`config.mk`:
```
export PLATFORM = sky130hd
export DESIGN_NAME = lpmt_front_flat
export DESIGN_NICKNAME = d
export VERILOG_FILES = /design/src/rtl/core/lpmt_pkg.sv /design/src/rtl/core/lpmt_in_if.sv /design/src/rtl/core/lpmt_front.sv /design/src/flat_wrapper.sv
export SDC_FILE = /design/constraint.sdc
export NUM_CORES = 1
export LEC_CHECK = 0
export BUFFER_PORTS_ARGS = -buffer_cell sky130_fd_sc_hd__buf_4
export CELL_PAD_IN_SITES_DETAIL_PLACEMENT = 1
export CELL_PAD_IN_SITES_GLOBAL_PLACEMENT = 1
export CORE_MARGIN = 4
export CORE_UTILIZATION = 45
export DETAILED_ROUTE_END_ITERATION = 8
export PLACE_DENSITY_LB_ADDON = 0.1
export SYNTH_ARGS = -nofsm -noshare
export SYNTH_HDL_FRONTEND = slang
export SYNTH_SLANG_ARGS = --single-unit
```
`constraint.sdc`:
```
create_clock -name clk -period 8.36 [get_ports clk]
set_clock_uncertainty 0.2 [all_clocks]
set_input_delay 0.418 -clock clk [delete_from_list [all_inputs] [get_ports clk]]
set_output_delay 0.418 -clock clk [all_outputs]
set_load 0.01 [all_outputs]
```
`src/rtl/core/lpmt_pkg.sv`:
```
// Shared constants, types and codes for the linear probe mask table.
`timescale 1ns / 1ps
package lpmt_pkg;

	localparam int CAPACITY  = 1024;
	localparam int KEY_BITS  = 20;
	localparam int SLOT_BITS = $clog2(CAPACITY);
	localparam int OCC_BITS  = SLOT_BITS + 1;
	localparam int HALF_CAP  = CAPACITY / 2;
	localparam int PAY_BITS  = 64;

	localparam logic [31:0] MIX_MUL_A = 32'h7feb352d;
	localparam logic [31:0] MIX_MUL_B = 32'h846ca68b;

	localparam logic [1:0] OP_FIND   = 2'd0;
	localparam logic [1:0] OP_INSERT = 2'd1;
	localparam logic [1:0] OP_UPDATE = 2'd2;

	localparam logic [1:0] ST_OK   = 2'd0;
	localparam logic [1:0] ST_FULL = 2'd1;
	localparam logic [1:0] ST_ZERO = 2'd2;

	// A classified command as it passes from the front end to the back end.
	typedef struct packed {
		logic [1:0]          operation;
		logic [KEY_BITS-1:0] key;
		logic [PAY_BITS-1:0] payload;
		logic [SLOT_BITS-1:0] home;
		logic                zero_key;
	} cmd_t;

	// Queue status seen by the back end.
	typedef struct packed {
		logic empty;
		logic full;
	} q_stat_t;

endpackage

```
`src/rtl/core/lpmt_in_if.sv`:
```
// Request channel: valid/ready handshake with operation, key and payload.
`timescale 1ns / 1ps
interface lpmt_in_if;
	logic                          valid;
	logic                          ready;
	logic [1:0]                    operation;
	logic [lpmt_pkg::KEY_BITS-1:0] key;
	logic [lpmt_pkg::PAY_BITS-1:0] payload_in;

	modport source (output valid, operation, key, payload_in, input ready);
	modport sink (input valid, operation, key, payload_in, output ready);
endinterface

```
`src/rtl/core/lpmt_front.sv`:
```
// Front end: accepts request words, hashes the key over two multiply stages, classifies.
`timescale 1ns / 1ps
module lpmt_front (
	input  logic               clk,
	input  logic               arst_n,
	lpmt_in_if.sink            req,
	input  logic               clearing,
	input  logic               q_full,
	output logic               push,
	output lpmt_pkg::cmd_t     push_cmd
);
	logic                                v_s1, v_s2;
	logic [1:0]                          op_s1, op_s2;
	logic [lpmt_pkg::KEY_BITS-1:0]       key_s1, key_s2;
	logic [lpmt_pkg::PAY_BITS-1:0]       pay_s1, pay_s2;
	logic [31:0]                         m_s1, m_s2;
	logic [31:0]                         key_ext, mix_a, mix_b, mix_c;
	logic                                adv1, adv2, take;

	assign adv2      = !v_s2 || !q_full;
	assign adv1      = !v_s1 || adv2;
	assign req.ready = adv1 && !clearing;
	assign take      = req.valid && req.ready;
	assign push      = v_s2 && !q_full;

	assign key_ext = 32'(req.key);
	assign mix_a   = key_ext ^ (key_ext >> 16);
	assign mix_b   = m_s1 ^ (m_s1 >> 15);
	assign mix_c   = m_s2 ^ (m_s2 >> 16);

	always_ff @(posedge clk or negedge arst_n) begin
		if (!arst_n) begin
			v_s1 <= 1'b0;
			v_s2 <= 1'b0;
		end else begin
			if (adv1) begin
				v_s1 <= take;
			end
			if (adv2) begin
				v_s2 <= v_s1;
			end
		end
	end

	always_ff @(posedge clk) begin
		if (adv1 && take) begin
			op_s1  <= req.operation;
			key_s1 <= req.key;
			pay_s1 <= req.payload_in;
			m_s1   <= mix_a * lpmt_pkg::MIX_MUL_A;
		end
		if (adv2 && v_s1) begin
			op_s2  <= op_s1;
			key_s2 <= key_s1;
			pay_s2 <= pay_s1;
			m_s2   <= mix_b * lpmt_pkg::MIX_MUL_B;
		end
	end

	always_comb begin
		push_cmd.operation = op_s2;
		push_cmd.key       = key_s2;
		push_cmd.payload   = pay_s2;
		push_cmd.home      = mix_c[lpmt_pkg::SLOT_BITS-1:0];
		push_cmd.zero_key  = (key_s2 == '0);
	end
endmodule

```
`src/flat_wrapper.sv`:
```
// flat-port wrapper written by rule: the top's interface ports become plain ports
module lpmt_front_flat 
  (clk, arst_n, clearing, q_full, push, push_cmd, req_valid, req_operation, req_key, req_payload_in, req_ready);
  lpmt_in_if req_i ();
  input  logic clk;
  input  logic arst_n;
  input  logic clearing;
  input  logic q_full;
  output logic push;
  output lpmt_pkg::cmd_t push_cmd;
  input wire logic [$bits(req_i.valid)-1:0] req_valid;
  input wire logic [$bits(req_i.operation)-1:0] req_operation;
  input wire logic [$bits(req_i.key)-1:0] req_key;
  input wire logic [$bits(req_i.payload_in)-1:0] req_payload_in;
  output wire logic [$bits(req_i.ready)-1:0] req_ready;
  assign req_i.valid = req_valid;
  assign req_i.operation = req_operation;
  assign req_i.key = req_key;
  assign req_i.payload_in = req_payload_in;
  assign req_ready = req_i.ready;
  lpmt_front u_core (.clk(clk), .arst_n(arst_n), .req(req_i), .clearing(clearing), .q_full(q_full), .push(push), .push_cmd(push_cmd));
endmodule
```
==> impl_metrics.csv <==
group,metric,value,unit
hold_path,worstHoldStart,"req_key[5]",
final_layout,multi_input_area,11240,um^2
final_layout,syn_to_final_growth,20.49,%
setup_path,cp_common_cell,"fa_1",
logic_synthesis,synth_area,19930,um^2
detailed_routing,drt_wl_total,57180,um
logic_synthesis,synth.area.top_cells,"edfxtp_1, fa_1, ha_1",
clock_tree,cts_buffers,26,
logic_synthesis,yosysWarnings,0,
detailed_routing,vias,12530,
logic_synthesis,ys_ff_latch,226,
setup_path,cp-startpoint,"req_key[19]",
setup_path,crit_family,"adder cells",
setup_path,crit_required,8.43,ns
placement,dp_worst_setup_slack,0.9807,ns
timing,whs,0.06151,ns
detailed_routing,drc,0,
final_layout,seq_area,6777,um^2
timing,achievable-frequency,0.1362,GHz
logic_synthesis,synthDistinctLibCells,61,
setup_path,crit_type,"in2reg",
timing,tns,0,ns
setup_path,worstPathArrival,7.41,ns
detailed_routing,dr.pass1.iters,5,
logic_synthesis,synth_nets,2259,
timing,period_needed,7.341,ns
final_layout,drive_above_1_share,0.1315,
final_layout,fin_nets,2572,
grt,grt_pass1_vias,14520,
grt,grtUsageTotal,0.2437,
setup_path,cp_cell_sequence,"dlygate4sd3_1 > buf_4 > xor2_1 > ha_1 > inv_1 > fa_1 > fa_1 > fa_1 > inv_1 > fa_1 > fa_1 > inv_1 > fa_1 > inv_1 > ha_1 > and3_1 > and2_1 > a2bb2oi_1 > o311ai_4 > a221o_1 > a21oi_2 > xnor2_1",
detailed_routing,drt_iter0_drc,658,
timing,setup_slack,1.019,ns
setup_path,worst_path_max_delay_cell,"xor2_1",
placement,post-dp-hpwl,43740,um
setup_path,timing.critical_path.buf_inv,6,
clock_tree,worstSkewPairLatency,0.55,ns
logic_synthesis,yosysSeqAreaShare,0.3399,
floorplan,dieArea,47730,um^2
final_layout,final.fill_count,4526,
logic_synthesis,yosysMostFrequentCell,"inv_1",
logic_synthesis,synth_area_leader_cell,"edfxtp_1",
timing,relSlewSlack,0.2092,
clock_tree,ctsRootBufferMaster,"clkbuf_16",
setup_path,path_max_fanout,7,
logic_synthesis,postSynthCellCount,1621,
clock_tree,post-cts-setup-buffer-count,0,
outcome,outcome,"completed",
clock_tree,cts_buffer_depth,3,
floorplan,num_io_pins,190,
placement,portBuffers,189,
logic_synthesis,synthArstFlopShare,0.008850,
grt,grt_max_degree,87,
timing,setup_viol,0,
timing,period_share,0.8781,
clock_tree,h-tree-depth,1,
setup_path,startpoint_type,"primary input",
detailed_routing,via_per_inst,4.931,
floorplan,core,43460,um^2
timing,rsz0062_at_grt,"false",
logic_synthesis,synth_top_area_share,0.3374,
floorplan,rows,76,
detailed_routing,wl_per_cell,22.51,um
floorplan,die_w,218.5,um
grt,grt_pass1_wl,86860,um
floorplan,start_util,0.4587,
timing,tightest_slew,1.186,ns
run,max_cap_viol_count,0,
placement,routabilityCongestion,0.8748,
floorplan,die-height,218.5,um
logic_synthesis,avgSynthCellArea,12.30,um^2
logic_synthesis,synth_edf_count,224,
clock_tree,cts_tree,"done",
grt,grt_overflow,0,
grt,antenna_found_initial,2,
hold_path,hp-class,"in2reg",
clock_tree,path_clk_slew,0.06,ns
setup_path,r2r_start,"u_core.m_s1[18]",
logic_synthesis,synth_commonest_cells,"inv_1, ha_1, fa_1",
clock_tree,cts.sinks,226,
timing,finalHoldViolCount,0,
detailed_routing,antenna_left,0,
logic_synthesis,synth_ff_type,"edfxtp_1",
timing,slew_viol_final,0,
setup_path,endpoint_kind,"flip-flop",
setup_path,slowest_delay,0.79,ns
sequential cells by signal (all words and copies together), names as in the netlist:
register	count
u_core.pay_s1	64
u_core.key_s2	20
u_core.op_s1	2
u_core.m_s1	32
u_core.v_s2	1
u_core.op_s2	2
u_core.pay_s2	64
u_core.v_s1	1
u_core.key_s1	20
u_core.m_s2	20
layer usage:
| layer | routed length, um | GRT usage | up-vias |
|---|---|---|---|
| met3 | 1838 | 0.02725 | 125 |
| li1 | - | - | 5749 |
| met4 | 2741 | 0.1022 | 2 |
| met5 | 13 | 0 | - |
| met1 | 21750 | 0.2840 | 6375 |
| met2 | 30830 | 0.4545 | 275 |
worst paths after layout:
check                           cells past startpoint  slack (ns)           endpoint
worst max-delay path                               22        1.02    u_core.m_s1[31]
worst min-delay path                                1        0.06   u_core.key_s1[5]
worst max register to register                     18        1.42    u_core.m_s2[24]
worst min register to register                      0        0.21  u_core.pay_s2[30]
max in group asynchronous                           3        7.27        u_core.v_s2
min in group asynchronous                           3        0.55        u_core.v_s1
placed cells by master (no fill, tap or decap), drive strengths merged, types with 23 or more instances in the layout:
| cell | instances |
|---|---|
| fa | 265 |
| a21oi | 39 |
| xnor2 | 65 |
| clkbuf | 32 |
| buf | 200 |
| inv | 511 |
| ha | 282 |
| edfxtp | 224 |
| xor2 | 44 |
| dlygate4sd3 | 88 |
| nor2 | 23 |
repair_timing:
| item | CTS | global route |
|---|---|---|
| hold buffers | 88 | 0 |
| setup endpoints to repair | 0 | 0 |
| hold endpoints to repair | 89 | 0 |
| gates resized for setup | 0 | 0 |
cells by family (layout without fill, tap and decap cells):
family	Yosys count	after routing	synth area share
fa+ha+maj	547	547	0.4431
compound gates	115	115	0.04124
mux	1	1	0.0005022
simple gates	110	110	0.02938
xor+xnor	110	110	0.04902
other cells	0	1	0
flops	226	226	0.3399
buf+inv	512	845	0.09679
through the flow:
stage,util,cell area [um^2],instances
floorplan,-,19930,1621
global placement,0.5100,22160,2403
detailed placement,0.5100,22160,2403
CTS,0.5527,24020,2539
global route,0.5527,24020,2540
finish,0.5527,24020,2540
cell type report:
type | count | share of cell area
sequential | 226 | 0.2821
clock inverter | 16 | 0.01209
tap | 585 | 0.03047
inverter | 509 | 0.07954
clock buffer | 32 | 0.02844
multi-input combinational | 883 | 0.4680
timing repair buffer | 288 | 0.09918
antenna | 1 | 0.0001042
Power is left out: the tool's default activity adds up to more than one toggle a clock period on the data nets, which glitch-free logic cannot reach.
