<file path="src/rtl/core/lpmt_pkg.sv">
// Shared constants, types and codes for the linear probe mask table.
`timescale 1ns / 1ps
package lpmt_pkg;

	localparam int CAPACITY  = 1024;
	localparam int KEY_BITS  = 20;
	localparam int SLOT_BITS = $clog2(CAPACITY);
	localparam int OCC_BITS  = SLOT_BITS + 1;
	localparam int HALF_CAP  = CAPACITY / 2;
	localparam int PAY_BITS  = 64;

	localparam logic [31:0] MIX_MUL_A = 32'h7feb352d;
	localparam logic [31:0] MIX_MUL_B = 32'h846ca68b;

	localparam logic [1:0] OP_FIND   = 2'd0;
	localparam logic [1:0] OP_INSERT = 2'd1;
	localparam logic [1:0] OP_UPDATE = 2'd2;

	localparam logic [1:0] ST_OK   = 2'd0;
	localparam logic [1:0] ST_FULL = 2'd1;
	localparam logic [1:0] ST_ZERO = 2'd2;

	// A classified command as it passes from the front end to the back end.
	typedef struct packed {
		logic [1:0]          operation;
		logic [KEY_BITS-1:0] key;
		logic [PAY_BITS-1:0] payload;
		logic [SLOT_BITS-1:0] home;
		logic                zero_key;
	} cmd_t;

	// Queue status seen by the back end.
	typedef struct packed {
		logic empty;
		logic full;
	} q_stat_t;

endpackage

</file>
<file path="src/rtl/core/lpmt_queue.sv">
// Two-entry command queue between the front end and the back end.
`timescale 1ns / 1ps
module lpmt_queue (
	input  logic               clk,
	input  logic               arst_n,
	input  logic               push,
	input  lpmt_pkg::cmd_t     push_cmd,
	input  logic               pop,
	output lpmt_pkg::cmd_t     head,
	output lpmt_pkg::q_stat_t  stat
);
	lpmt_pkg::cmd_t ent_q [2];
	logic           wr_q, rd_q;
	logic [1:0]     cnt_q;

	assign head       = ent_q[rd_q];
	assign stat.empty = (cnt_q == 2'd0);
	assign stat.full  = (cnt_q == 2'd2);

	always_ff @(posedge clk or negedge arst_n) begin
		if (!arst_n) begin
			wr_q  <= 1'b0;
			rd_q  <= 1'b0;
			cnt_q <= 2'd0;
		end else begin
			if (push) begin
				wr_q <= ~wr_q;
			end
			if (pop) begin
				rd_q <= ~rd_q;
			end
			if (push && !pop) begin
				cnt_q <= cnt_q + 2'd1;
			end else if (pop && !push) begin
				cnt_q <= cnt_q - 2'd1;
			end
		end
	end

	always_ff @(posedge clk) begin
		if (push) begin
			ent_q[wr_q] <= push_cmd;
		end
	end
endmodule

</file>
<file path="config.mk">
export PLATFORM = sky130hd
export DESIGN_NAME = lpmt_queue
export DESIGN_NICKNAME = d
export VERILOG_FILES = /design/src/rtl/core/lpmt_pkg.sv /design/src/rtl/core/lpmt_queue.sv
export SDC_FILE = /design/constraint.sdc
export NUM_CORES = 1
export LEC_CHECK = 0
export ABC_AREA = 1
export BUFFER_PORTS_ARGS = -buffer_cell sky130_fd_sc_hd__buf_2
export CAP_MARGIN = 20
export CORE_ASPECT_RATIO = 1.2
export CORE_MARGIN = 2
export CORE_UTILIZATION = 50
export DETAILED_ROUTE_END_ITERATION = 10
export MAX_ROUTING_LAYER = met4
export PLACE_DENSITY = 0.8
export SLEW_MARGIN = 20
export SYNTH_ARGS = -nofsm -noshare
export SYNTH_HDL_FRONTEND = slang
export SYNTH_SLANG_ARGS = --single-unit
</file>
<file path="constraint.sdc">
create_clock -name clk -period 12 [get_ports clk]
set_input_delay 3.6 -clock clk [delete_from_list [all_inputs] [get_ports clk]]
set_output_delay 3.6 -clock clk [all_outputs]
set_load 0.05 [all_outputs]
</file>
==> summary.txt, run 1 <==
Detailed routing
  – Routed vias/inst: 5.02
  – Post-route ant nets: 0
  – Iteration-0 DRC Markers: 189
  – Residual DRC: 0
  – First-pass DRT Iterations: 4
  – WL per Instance: 17.3 um
  – Detailed Route WL: 12,600 um
  – Via count: 3,650

Power
  – Cell leakage power: 3.53 nW
  – VDD IR max: 160 uV
  – Power density cells: 285 nW/um^2

Timing
  – Fmax: 0.160 GHz
  – # setup viols final: 0
  – Worst Clk Skew: 0.00464 ns
  – Worst slew margin: 45.2%
  – Setup tns final: 0 ns
  – Final hold violations: 0
  – Worst-Margin Slew: between 0.8 and 0.9 ns
  – RSZ-0062 raised after global routing: false
  – Slew Viols, Final: 0
  – Period utilisation layout: between 50% and 60%
  – Minimum clock period: 6.27 ns

Setup path
  – R2R Path End: ent_q[1][23]$_DFFE_PP_
  – Critical path class: reg2out
  – Crit-path cells: buf_4 > mux2_2 > buf_2
  – Crit path max-delay cell type: dfrtp_4
  – Reg2Reg Depth: 3
  – Critical Path RT: 8.40 ns
  – Setup crit end kind: primary output
  – CP Max Fanout: 53
  – R2R setup slack: 9.94 ns
  – CP Launch Type: flop
  – CP peak stage delay: 0.83 ns
  – RR Startpoint: wr_q$_DFFE_PN0P_
  – CP arrival: 2.67 ns

Placement
  – Post-DP HPWL: 8300 um
  – Port Buffers: 199
  – DP Area: 8460 um^2
  – Final GP Congestion: 0.705

Floorplanning
  – Num rows: 48
  – Die area: 15,500 um^2
  – Initial core utilization: 50.9%
  – Die W: 114 um
  – Core area: 14,300 um^2
  – Chip height: 136 um
  – IO Pins: 200

Clock network
  – Clock Latency Late Sink: between 0.4 and 0.5 ns
  – Clock Sinks: about 200
  – Post-CTS Resized: 0
  – Clk buf depth: 2
  – Total clock buffers created by CTS: 17
  – Post-CTS Setup Bufs: 0
  – CTS tree: done
  – Clock root cell: clkbuf_16
  – Hold-fix buffers, CTS: 0
  – Clk pin slew, worst setup/hold paths: 0.06 ns
  – Htree depth: 4

Yosys
  – Synth area leaders: edfxtp_1 80%, mux2_2 12%, mux2_4 4.1%
  – Synth warnings: 0
  – Synth Cell Area: 7280 um^2
  – Mapped Cells: 327
  – Yosys top cell area share: 80.0%
  – Largest area contributor in the netlist: edfxtp_1
  – Avg Inst Size Synth: 22.3 um^2
  – Post-synth net total: 429
  – Seq/Total Area, Yosys: about four fifths
  – Distinct cells, synth: 14
  – Number of synthesized register bits: around 200

Run
  – Max-Cap Viols: 0

Global route
  – Largest net degree at the start of global routing: between 60 and 70
  – Initial antenna violation count: 1
  – Number of global-route vias before repair: 3,965
  – Overflow after GRT: 0
  – Gr usage total: 16.8%
  – First-pass GRT wire length: 18,800 um

Min path
  – Worst hold stages: 2
  – Hold EP: cnt_q[1]$_DFFE_PN0P_
  – Hold Crit Start: cnt_q[1]$_DFFE_PN0P_
  – HP Class: reg2reg

Final layout
  – Final nets: 640
  – Area growth, synth to finish: 25.2%
  – Share of cells above drive strength 1: 60.4%
  – Post-route cell area: ~9100 um^2

Status
  – Outcome: completed
## critical path, delay by kind of cell (launching register included)
kind                   cells  cell delay, ns
buffers and inverters      2            0.93
DFF                        1            0.83
muxes                      1            0.42
## synth_stat cells
master / instances
nand3_1: 1
buf_6: 4
mux2_4: 20
nor2_1: 3
edfxtp_1: 194
nand4_1: 1
buf_2: 7
xnor2_1: 1
nand2_1: 5
dfrtp_1: 4
mux2_2: 77
inv_1: 7
ha_1: 1
xor2_1: 2
## layout by cell type (no fill, tap or decap), drive strengths merged
| cell type | synthesis | routed |
|---|---|---|
| clkbuf | 0 | 17 |
| dfrtp | 4 | 4 |
| clkinv | 0 | 5 |
| edfxtp | 194 | 194 |
| ha | 1 | 1 |
| clkinvlp | 0 | 1 |
| mux2 | 97 | 97 |
| xnor2 | 1 | 1 |
| xor2 | 2 | 2 |
| buf | 11 | 203 |
| nand2 | 5 | 5 |
| nor2 | 3 | 3 |
| diode | 0 | 1 |
| bufinv | 0 | 5 |
| nand3 | 1 | 1 |
| nand4 | 1 | 1 |
| inv | 7 | 11 |
## worst max path at each step
stage	from	to	slack, ns	cells past startpoint
after floorplan	push	ent_q[0][0]$_DFFE_PP_	3.74	2
after global placement	rd_q$_DFFE_PN0P_	head[41]	6.15	3
after detailed placement	rd_q$_DFFE_PN0P_	head[3]	6.12	3
after CTS	rd_q$_DFFE_PN0P_	head[3]	5.65	3
after global routing	rd_q$_DFFE_PN0P_	head[37]	5.57	3
final	rd_q$_DFFE_PN0P_	head[28]	5.73	3
## cell type report
| type | instances | area [um^2] |
|---|---|---|
| diodes | 1 | 2.50 |
| fillers | 1029 | 5180 |
| clock inverters | 15 | 225 |
| inverters | 7 | 28.8 |
| well taps | 175 | 219 |
| multi-input cells | 111 | 1250 |
| clock buffers | 17 | 425 |
| repair buffers | 203 | 1030 |
| flip-flops and latches | 198 | 5930 |
## sequential cells by signal, indices dropped and copies added (netlist names)
signal / flops
wr_q: 1
rd_q: 1
ent_q: 194
cnt_q: 2
## kinds of logic after synthesis
logic type | count (synthesis) | synth area share [%]
flops | 198 | 81.4
buf+inv | 18 | 1.46
mux | 97 | 16.0
simple gates | 10 | 0.567
fa+ha+maj | 1 | 0.172
xor+xnor | 3 | 0.361
## metal layers
| layer | track usage (%) | vias up | routed length, um |
|---|---|---|---|
| met5 | - | - | 0 |
| met4 | 7.52 | 0 | 222 |
| met3 | 4.19 | 16 | 800 |
| met2 | 29.2 | 147 | 6780 |
| met1 | 18.3 | 1781 | 4810 |
| li1 | - | 1706 | - |
## power breakdown
part           leakage, nW  internal (mW)  switching (mW)
logic                 1.35          0.282           0.720
clock network        0.315          0.372           0.239
registers             1.87          0.919          0.0647
total                 3.53           1.57            1.02
## through the flow
stage          utilization [%]  power (mW)  hold slack [ns]  cells  setup slack, ns
4_1_cts                   63.7        2.62            0.527    726             5.65
5_1_grt                   63.7        2.69            0.545    727             5.57
6_report                  63.7        2.60            0.531    727             5.73
3_5_place_dp              59.2        2.01            0.508    694             6.12
2_1_floorplan                -        1.82            0.463    327             3.74
3_3_place_gp              59.2        1.99            0.478    694             6.15
Power figures use the tool's default switching activity.
==> inputs of run 2 (changes only) <==
--- a/config.mk
+++ b/config.mk
@@ -5,15 +5,15 @@
 export SDC_FILE = /design/constraint.sdc
 export NUM_CORES = 1
 export LEC_CHECK = 0
-export ABC_AREA = 1
+export ABC_AREA = 0
 export BUFFER_PORTS_ARGS = -buffer_cell sky130_fd_sc_hd__buf_2
 export CAP_MARGIN = 20
 export CORE_ASPECT_RATIO = 1.2
 export CORE_MARGIN = 2
-export CORE_UTILIZATION = 50
+export CORE_UTILIZATION = 47
 export DETAILED_ROUTE_END_ITERATION = 10
 export MAX_ROUTING_LAYER = met4
-export PLACE_DENSITY = 0.8
+export PLACE_DENSITY = 0.79
 export SLEW_MARGIN = 20
 export SYNTH_ARGS = -nofsm -noshare
 export SYNTH_HDL_FRONTEND = slang
==> constraint.sdc (replaced) <==
create_clock -name clk -period 5.4 [get_ports clk]
set_input_delay 1.62 -clock clk [delete_from_list [all_inputs] [get_ports clk]]
set_output_delay 1.62 -clock clk [all_outputs]
set_load 0.05 [all_outputs]
==> run 2 against run 1 <==
  * Routed wire length is 2.8% higher
  * Utilization fell by 3.7 points
  * Clock-buffer cell count rose by 5
  * Critical endpoint is now head[56]
  * Largest power group unchanged
==> summary.txt, run 2 <==
Status
  – Outcome: completed (unchanged)

Yosys
  – Seq/Total Area, Yosys: 81.6% (was 81.4%)
  – Mapped Cells: 318 (was 327)
  – Synth Cell Area: 7260 um^2 (was 7280 um^2)
  – Yosys top cell area share: 80.2% (was 80.0%)
  – Post-synth net total: 420 (was 429)
  – Number of synthesized register bits: 198 (unchanged)
  – Most common cell in the netlist: edfxtp_1 (unchanged)
  – Largest area contributor in the netlist: edfxtp_1 (unchanged)
  – Avg Inst Size Synth: 22.8 um^2 (was 22.3 um^2)
  – Post-synth top cells: 194 x edfxtp_1, 77 x mux2_2, 20 x mux2_4, 7 x buf_2 (was 194 x edfxtp_1, 77 x mux2_2, 20 x mux2_4, 7 x buf_2, 7 x inv_1)
  – EDFF count, synth: 194 (unchanged)
  – Synth warnings: 0 (unchanged)
  – Async SR Flop Fraction: 2.02% (unchanged)
  – Distinct cells, synth: 13 (was 14)
  – Post-synth top flop: edfxtp_1 (unchanged)
  – Synth area leaders: edfxtp_1 80%, mux2_2 12%, mux2_4 4.1% (unchanged)

Timing
  – Worst-Margin Slew: 0.699 ns (was 0.822 ns)
  – Worst slew margin: 53.4% (was 45.2%)
  – # setup viols final: 0 (unchanged)
  – Final hold violations: 0 (unchanged)
  – Slew Viols, Final: 0 (unchanged)
  – Fmax: 0.254 GHz
  – Period utilisation layout: about three quarters
  – Worst Clk Skew: 0.00938 ns (was 0.00464 ns)
  – Minimum clock period: 3.94 ns
  – Setup tns final: 0 ns (unchanged)
  – RSZ-0062 raised after global routing: false (unchanged)

Detailed routing
  – Iteration-0 DRC Markers: 266 (was 189)
  – Detailed Route WL: 13,000 um (was 12,600 um)
  – First-pass DRT Iterations: 4 (unchanged)
  – Residual DRC: 0 (unchanged)
  – Routed vias/inst: 4.94 (was 5.02)
  – Post-route ant nets: 0 (unchanged)
  – Via count: 3,685 (was 3,650)
  – WL per Instance: 17.4 um (was 17.3 um)

Global route
  – Largest net degree at the start of global routing: 52 (was 63)
  – Number of global-route vias before repair: 4,062 (was 3,965)
  – Gr usage total: 16.9% (was 16.8%)
  – First-pass GRT wire length: 20,400 um (was 18,800 um)
  – Initial antenna violation count: 1 (unchanged)
  – Overflow after GRT: 0 (unchanged)

Power
  – Net Sw Power: 2.24 mW (was 1.02 mW)
  – Switching fraction of total power: 40.7% (was 39.4%)
  – Power density cells: 611 nW/um^2 (was 285 nW/um^2)
  – VDD IR max: 313 uV (was 160 uV)
  – Combinational share of power: 40.6% (was 38.6%)
  – Cell leakage power: 3.43 nW (was 3.53 nW)
  – Overall power: 5.51 mW (was 2.60 mW)
  – Sequential power share: 39.6% (was 37.9%)
  – Internal power: 3.27 mW (was 1.57 mW)
  – Clock share of power: 19.7% (was 23.5%)

Min path
  – Hold EP: cnt_q[1]$_DFFE_PN0P_ (unchanged)
  – Hold Crit Start: cnt_q[1]$_DFFE_PN0P_ (unchanged)
  – Worst hold stages: 1 (was 2)
  – HP Class: reg2reg (unchanged)

Setup path
  – Critical path class: reg2out (unchanged)
  – Reg2Reg Depth: 2 (was 3)
  – Critical Path RT: 3.78 ns (was 8.40 ns)
  – Crit path max-delay cell type: dfrtp_4 (unchanged)
  – Worst path top cell family by delay: flip-flops (was buffers and inverters)
  – Crit-path cells: buf_12 > mux2_2 > buf_2 (was buf_4 > mux2_2 > buf_2)
  – Worst Path Buf+Inv: 2 (unchanged)
  – RR Startpoint: wr_q$_DFFE_PN0P_ (unchanged)
  – R2R Path End: ent_q[1][69]$_DFFE_PP_ (was ent_q[1][23]$_DFFE_PP_)
  – Setup crit end kind: primary output (unchanged)
  – CP peak stage delay: 0.85 ns (was 0.83 ns)
  – CP Launch Type: flop (unchanged)
  – R2R setup slack: 3.76 ns (was 9.94 ns)
  – CP Max Fanout: 51 (was 53)
  – Launch point of the worst path: rd_q$_DFFE_PN0P_ (unchanged)
  – CP arrival: 2.32 ns (was 2.67 ns)

Final layout
  – Most common cell after layout, fill and taps aside: buf_2 (unchanged)
  – Max reg flops: 194 (unchanged)
  – Final nets: 632 (was 640)
  – Post-route cell area: 9020 um^2 (was 9110 um^2)
  – Most flops, register: ent_q (unchanged)
  – Commonest non-fill, non-tap cells in the layout: 199 x buf_2, 194 x edfxtp_1, 77 x mux2_2 (unchanged)
  – Non-Filler Instances: 746 (was 727)
  – Biggest regs: ent_q: 194 flops, cnt_q: 2 flops (unchanged)
  – Area growth, synth to finish: 24.2% (was 25.2%)
  – Share of cells above drive strength 1: 60.8% (was 60.4%)

Floorplanning
  – Die area: 16,500 um^2 (was 15,500 um^2)
  – Die W: 117 um (was 114 um)
  – Num rows: 49 (was 48)
  – IO Pins: 200 (unchanged)
  – Core area: 15,000 um^2 (was 14,300 um^2)
  – Chip height: 140 um (was 136 um)
  – Initial core utilization: 48.3% (was 50.9%)

Clock network
  – Post-CTS Setup Bufs: 0 (unchanged)
  – Clk pin slew, worst setup/hold paths: 0.06 ns (about the same)
  – Clock root cell: clkbuf_16 (unchanged)
  – Clock Latency Late Sink: 0.43 ns (was 0.42 ns)
  – Htree depth: 4 (unchanged)
  – Post-CTS Resized: 0 (unchanged)
  – Clock Sinks: 198 (unchanged)
  – CTS tree: done (unchanged)
  – Hold-fix buffers, CTS: 0 (unchanged)
  – Total clock buffers created by CTS: 17 (unchanged)
  – Clk buf depth: 2 (unchanged)

Placement
  – DP Area: 8510 um^2 (was 8460 um^2)
  – Placed Instances: 715 (was 694)
  – Final GP Congestion: 0.708 (was 0.705)
  – Port Buffers: 199 (unchanged)
  – Post-DP HPWL: 8830 um (was 8300 um)

Run
  – Max-Cap Viols: 0 (unchanged)
[run 2: kinds of logic (layout without fill, tap and decap cells)]
kind of cell,Yosys count,in the layout,synth area share [%]
XOR/XNOR,5,5,0.603
buffers and inverters,12,235,1.15
adder cells (fa/ha/maj),1,1,0.172
multiplexers,97,97,16.1
other,0,1,0
flip-flops,198,198,81.6
AND/OR/NAND/NOR,5,5,0.362
[run 2: worst max path at each step]
| stage | end | slack (ns) | depth (start not counted) |
|---|---|---|---|
| 2_1_floorplan | ent_q[0][0]$_DFFE_PP_ | 0.81 | 1 |
| 3_3_place_gp | head[56] | 1.92 | 3 |
| 3_5_place_dp | head[9] | 1.91 | 3 |
| 4_1_cts | head[56] | 1.45 | 3 |
| 5_1_grt | head[9] | 1.36 | 3 |
| 6_report | head[56] | 1.46 | 3 |
[run 2: layer usage]
metal	global-route usage, %	wire [um]	part of all wire, %
met1	17.3	4820	37
met2	29.9	6890	53
met3	5.50	952	7.3
met4	7.29	293	2.3
met5	-	0	0
[run 2: worst register-to-register path, cell delays in order (launching register included)]
cell,delay [ns]
dfrtp_1,0.42
and2_4,0.56
buf_16,0.32
[run 2: power groups by stage]
stage | Clock, mW | Combinational, mW | Sequential, mW
floorplan | 0 | 1.89 | 2.14
global placement | 0 | 2.23 | 2.21
detailed placement | 0 | 2.26 | 2.22
CTS | 1.11 | 2.27 | 2.19
global route | 1.17 | 2.34 | 2.22
finish | 1.09 | 2.24 | 2.19
[run 2: cell type report]
type	instances	area, um^2
Fill cell	1139	6000
Sequential cell	198	5930
Multi-Input combinational cell	108	1260
Timing Repair Buffer	204	1070
Clock buffer	22	444
Tap cell	204	255
Clock inverter	8	56.3
Inverter	1	3.75
Antenna cell	1	2.50
[run 2: per-stage QoR]
step	hold slack [ns]	util, %	worst slack [ns]
after floorplan	0.456	-	0.811
after global placement	0.473	56.5	1.92
after detailed placement	0.480	56.7	1.91
after CTS	0.491	60.0	1.45
after global routing	0.528	60.0	1.36
final	0.493	60.0	1.46
==> inputs of run 3 (changes only) <==
--- a/config.mk
+++ b/config.mk
@@ -5,7 +5,7 @@
 export SDC_FILE = /design/constraint.sdc
 export NUM_CORES = 1
 export LEC_CHECK = 0
-export ABC_AREA = 0
+export ABC_AREA = 1
 export BUFFER_PORTS_ARGS = -buffer_cell sky130_fd_sc_hd__buf_2
 export CAP_MARGIN = 20
 export CORE_ASPECT_RATIO = 1.2
==> constraint.sdc (replaced) <==
create_clock -name clk -period 3.5 [get_ports clk]
set_input_delay 1.05 -clock clk [delete_from_list [all_inputs] [get_ports clk]]
set_output_delay 1.05 -clock clk [all_outputs]
set_load 0.05 [all_outputs]
==> run 3 against run 2 <==
  * Flip-flop and latch count unchanged
  * Die area up 0.27%
  * Utilization increased by 0.22 points
  * Sequential power rose by 49%
  * First-iteration DRC count down 22%
  * Hold slack got worse by 0.072 ns
  * Global-route usage fell by 0.79 points
  * Clock skew down 0.0035 ns
  * Sequential share of layout area down 0.51 points
  * Setup slack worse by 0.82 ns
  * Largest power group unchanged
==> summary.txt, run 3 (synthesized netlist as in run 1, its figures left out) <==
Clock network
  – Post-CTS Setup Bufs: 0 (unchanged)
  – Post-CTS Resized: 0 (unchanged)
  – Total clock buffers created by CTS: 17 (unchanged)
  – Hold-fix buffers, CTS: 0 (unchanged)
  – Htree depth: 4 (unchanged)
  – CTS tree: done (unchanged)
  – Clock root cell: clkbuf_16 (unchanged)
  – Clk pin slew, worst setup/hold paths: 0.07 ns (was 0.06 ns)
  – Clock Latency Late Sink: 0.42 ns (was 0.43 ns)
  – Clk buf depth: 2 (unchanged)
  – Clock Sinks: 198 (unchanged)

Timing
  – Period utilisation layout: 81.7%
  – RSZ-0062 raised after global routing: false (unchanged)
  – Slew Viols, Final: 0 (unchanged)
  – Worst Clk Skew: 0.00586 ns (was 0.00938 ns)
  – Final hold violations: 0 (unchanged)
  – Minimum clock period: 2.86 ns
  – Fmax: 0.350 GHz
  – Worst slew margin: 55.9% (was 53.4%)
  – # setup viols final: 0 (unchanged)
  – Worst-Margin Slew: 0.661 ns (was 0.699 ns)
  – Setup tns final: 0 ns (unchanged)

Setup path
  – CP arrival: 1.81 ns (was 2.32 ns)
  – Setup crit end kind: primary output (unchanged)
  – Worst Path Buf+Inv: 2 (unchanged)
  – CP Max Fanout: 50 (was 51)
  – Crit-path cells: buf_12 > mux2_2 > buf_2 (unchanged)
  – Worst path top cell family by delay: buffers and inverters (was flip-flops)
  – Critical path class: reg2out (unchanged)
  – Crit path max-delay cell type: dfrtp_4 (unchanged)
  – CP Launch Type: flop (unchanged)
  – Critical Path RT: 2.45 ns (was 3.78 ns)
  – CP peak stage delay: 0.44 ns (was 0.85 ns)

Placement
  – Placed Instances: 725 (was 715)
  – Port Buffers: 199 (unchanged)
  – DP Area: 8550 um^2 (was 8510 um^2)
  – Final GP Congestion: 0.785 (was 0.708)
  – Post-DP HPWL: 8540 um (was 8830 um)

Power
  – VDD IR max: 716 uV (was 313 uV)
  – Cell leakage power: 3.49 nW (was 3.43 nW)
  – Sequential power share: 37.8% (was 39.6%)
  – Switching fraction of total power: 40.5% (was 40.7%)
  – Overall power: 8.64 mW (was 5.51 mW)
  – Combinational share of power: 41.6% (was 40.6%)
  – Clock share of power: 20.6% (was 19.7%)
  – Internal power: 5.13 mW (was 3.27 mW)
  – Power density cells: 950 nW/um^2 (was 611 nW/um^2)
  – Net Sw Power: 3.50 mW (was 2.24 mW)

Detailed routing
  – Residual DRC: 0 (unchanged)
  – Routed vias/inst: 4.87 (was 4.94)
  – Via count: 3,690 (was 3,685)
  – WL per Instance: 16.7 um (was 17.4 um)
  – Iteration-0 DRC Markers: 207 (was 266)
  – Post-route ant nets: 0 (unchanged)
  – First-pass DRT Iterations: 4 (unchanged)
  – Detailed Route WL: 12,700 um (was 13,000 um)

Global route
  – Number of global-route vias before repair: 3,995 (was 4,062)
  – Overflow after GRT: 0 (unchanged)
  – Largest net degree at the start of global routing: 51 (was 52)
  – Initial antenna violation count: 1 (unchanged)
  – First-pass GRT wire length: 19,700 um (was 20,400 um)
  – Gr usage total: 16.2% (was 16.9%)

Min path
  – HP Class: in2async (was reg2reg)

Final layout
  – Area growth, synth to finish: 24.8% (was 24.2%)
  – Final nets: 642 (was 632)
  – Most common cell after layout, fill and taps aside: buf_2 (unchanged)
  – Biggest regs: ent_q: 194 flops, cnt_q: 2 flops (unchanged)
  – Post-route cell area: 9090 um^2 (was 9020 um^2)
  – Max reg flops: 194 (unchanged)
  – Non-Filler Instances: 758 (was 746)
  – Fillers: 1,118 (was 1,139)
  – Share of cells above drive strength 1: 59.9% (was 60.8%)
  – Most flops, register: ent_q (unchanged)
  – Commonest non-fill, non-tap cells in the layout: 199 x buf_2, 194 x edfxtp_1, 77 x mux2_2 (unchanged)

Floorplanning
  – Num rows: 49 (unchanged)
  – Die area: 16,500 um^2 (about the same)
  – Die W: 118 um (was 117 um)
  – Initial core utilization: 48.3% (about the same)
  – Chip height: 140 um (about the same)
  – IO Pins: 200 (unchanged)
  – Core area: 15,100 um^2 (was 15,000 um^2)

Status
  – Outcome: completed (unchanged)

Run
  – Max-Cap Viols: 0 (unchanged)
run 3: cell count changes in the layout (fill, tap and decap cells not counted), moves of 2 or more:
cell,delta
clkinv_1,+5
inv_6,+2
inv_1,+5
xor2_1,-2
nand2_1,+5
clkinvlp_4,-3
buf_12,+2
clkbuf_1,-4
run 3: power by group through the flow:
stage	sequential [mW]	combinational, mW	clock, mW
global placement	3.29	3.58	0
finish	3.26	3.59	1.78
floorplan	3.30	2.92	0
CTS	3.27	3.63	1.81
detailed placement	3.32	3.62	0
global route	3.30	3.75	1.91
run 3: path summary, 6_finish.rpt:
check	start	end	slack, ns	cells after the start
min in group clk	cnt_q[1]$_DFFE_PN0P_	cnt_q[1]$_DFFE_PN0P_	0.54	2
max in group asynchronous	arst_n	rd_q$_DFFE_PN0P_	2.94	1
min	arst_n	wr_q$_DFFE_PN0P_	0.42	1
max reg2reg	wr_q$_DFFE_PN0P_	ent_q[1][36]$_DFFE_PP_	1.85	3
min reg2reg	cnt_q[1]$_DFFE_PN0P_	cnt_q[1]$_DFFE_PN0P_	0.54	2
max	rd_q$_DFFE_PN0P_	head[89]	0.64	3
run 3: layer usage:
| metal | GRT usage, % | vias to the layer above | part of all wire (%) |
|---|---|---|---|
| met5 | - | - | 0 |
| met4 | 6.79 | 0 | 1.9 |
| met3 | 5.21 | 23 | 6.3 |
| met2 | 28.0 | 147 | 54 |
| met1 | 16.9 | 1811 | 37 |
| li1 | - | 1709 | - |
run 3: per-stage QoR:
stage	util [%]	worst slack (ns)	hold slack, ns
after floorplan	-	0.0661	0.463
after global placement	56.7	1.10	0.481
after detailed placement	56.7	1.09	0.517
after CTS	60.2	0.627	0.405
after global routing	60.3	0.593	0.411
final	60.3	0.640	0.421
run 3: cell type report:
class	count	area (um^2)	area share (%)
Sequential cell	198	5930	65.2
Tap cell	204	255	2.81
Antenna cell	1	2.50	0.0275
Clock buffer	18	429	4.72
Timing Repair Buffer	205	1080	11.9
Inverter	7	28.8	0.317
Clock inverter	14	109	1.20
Multi-Input combinational cell	111	1250	13.8
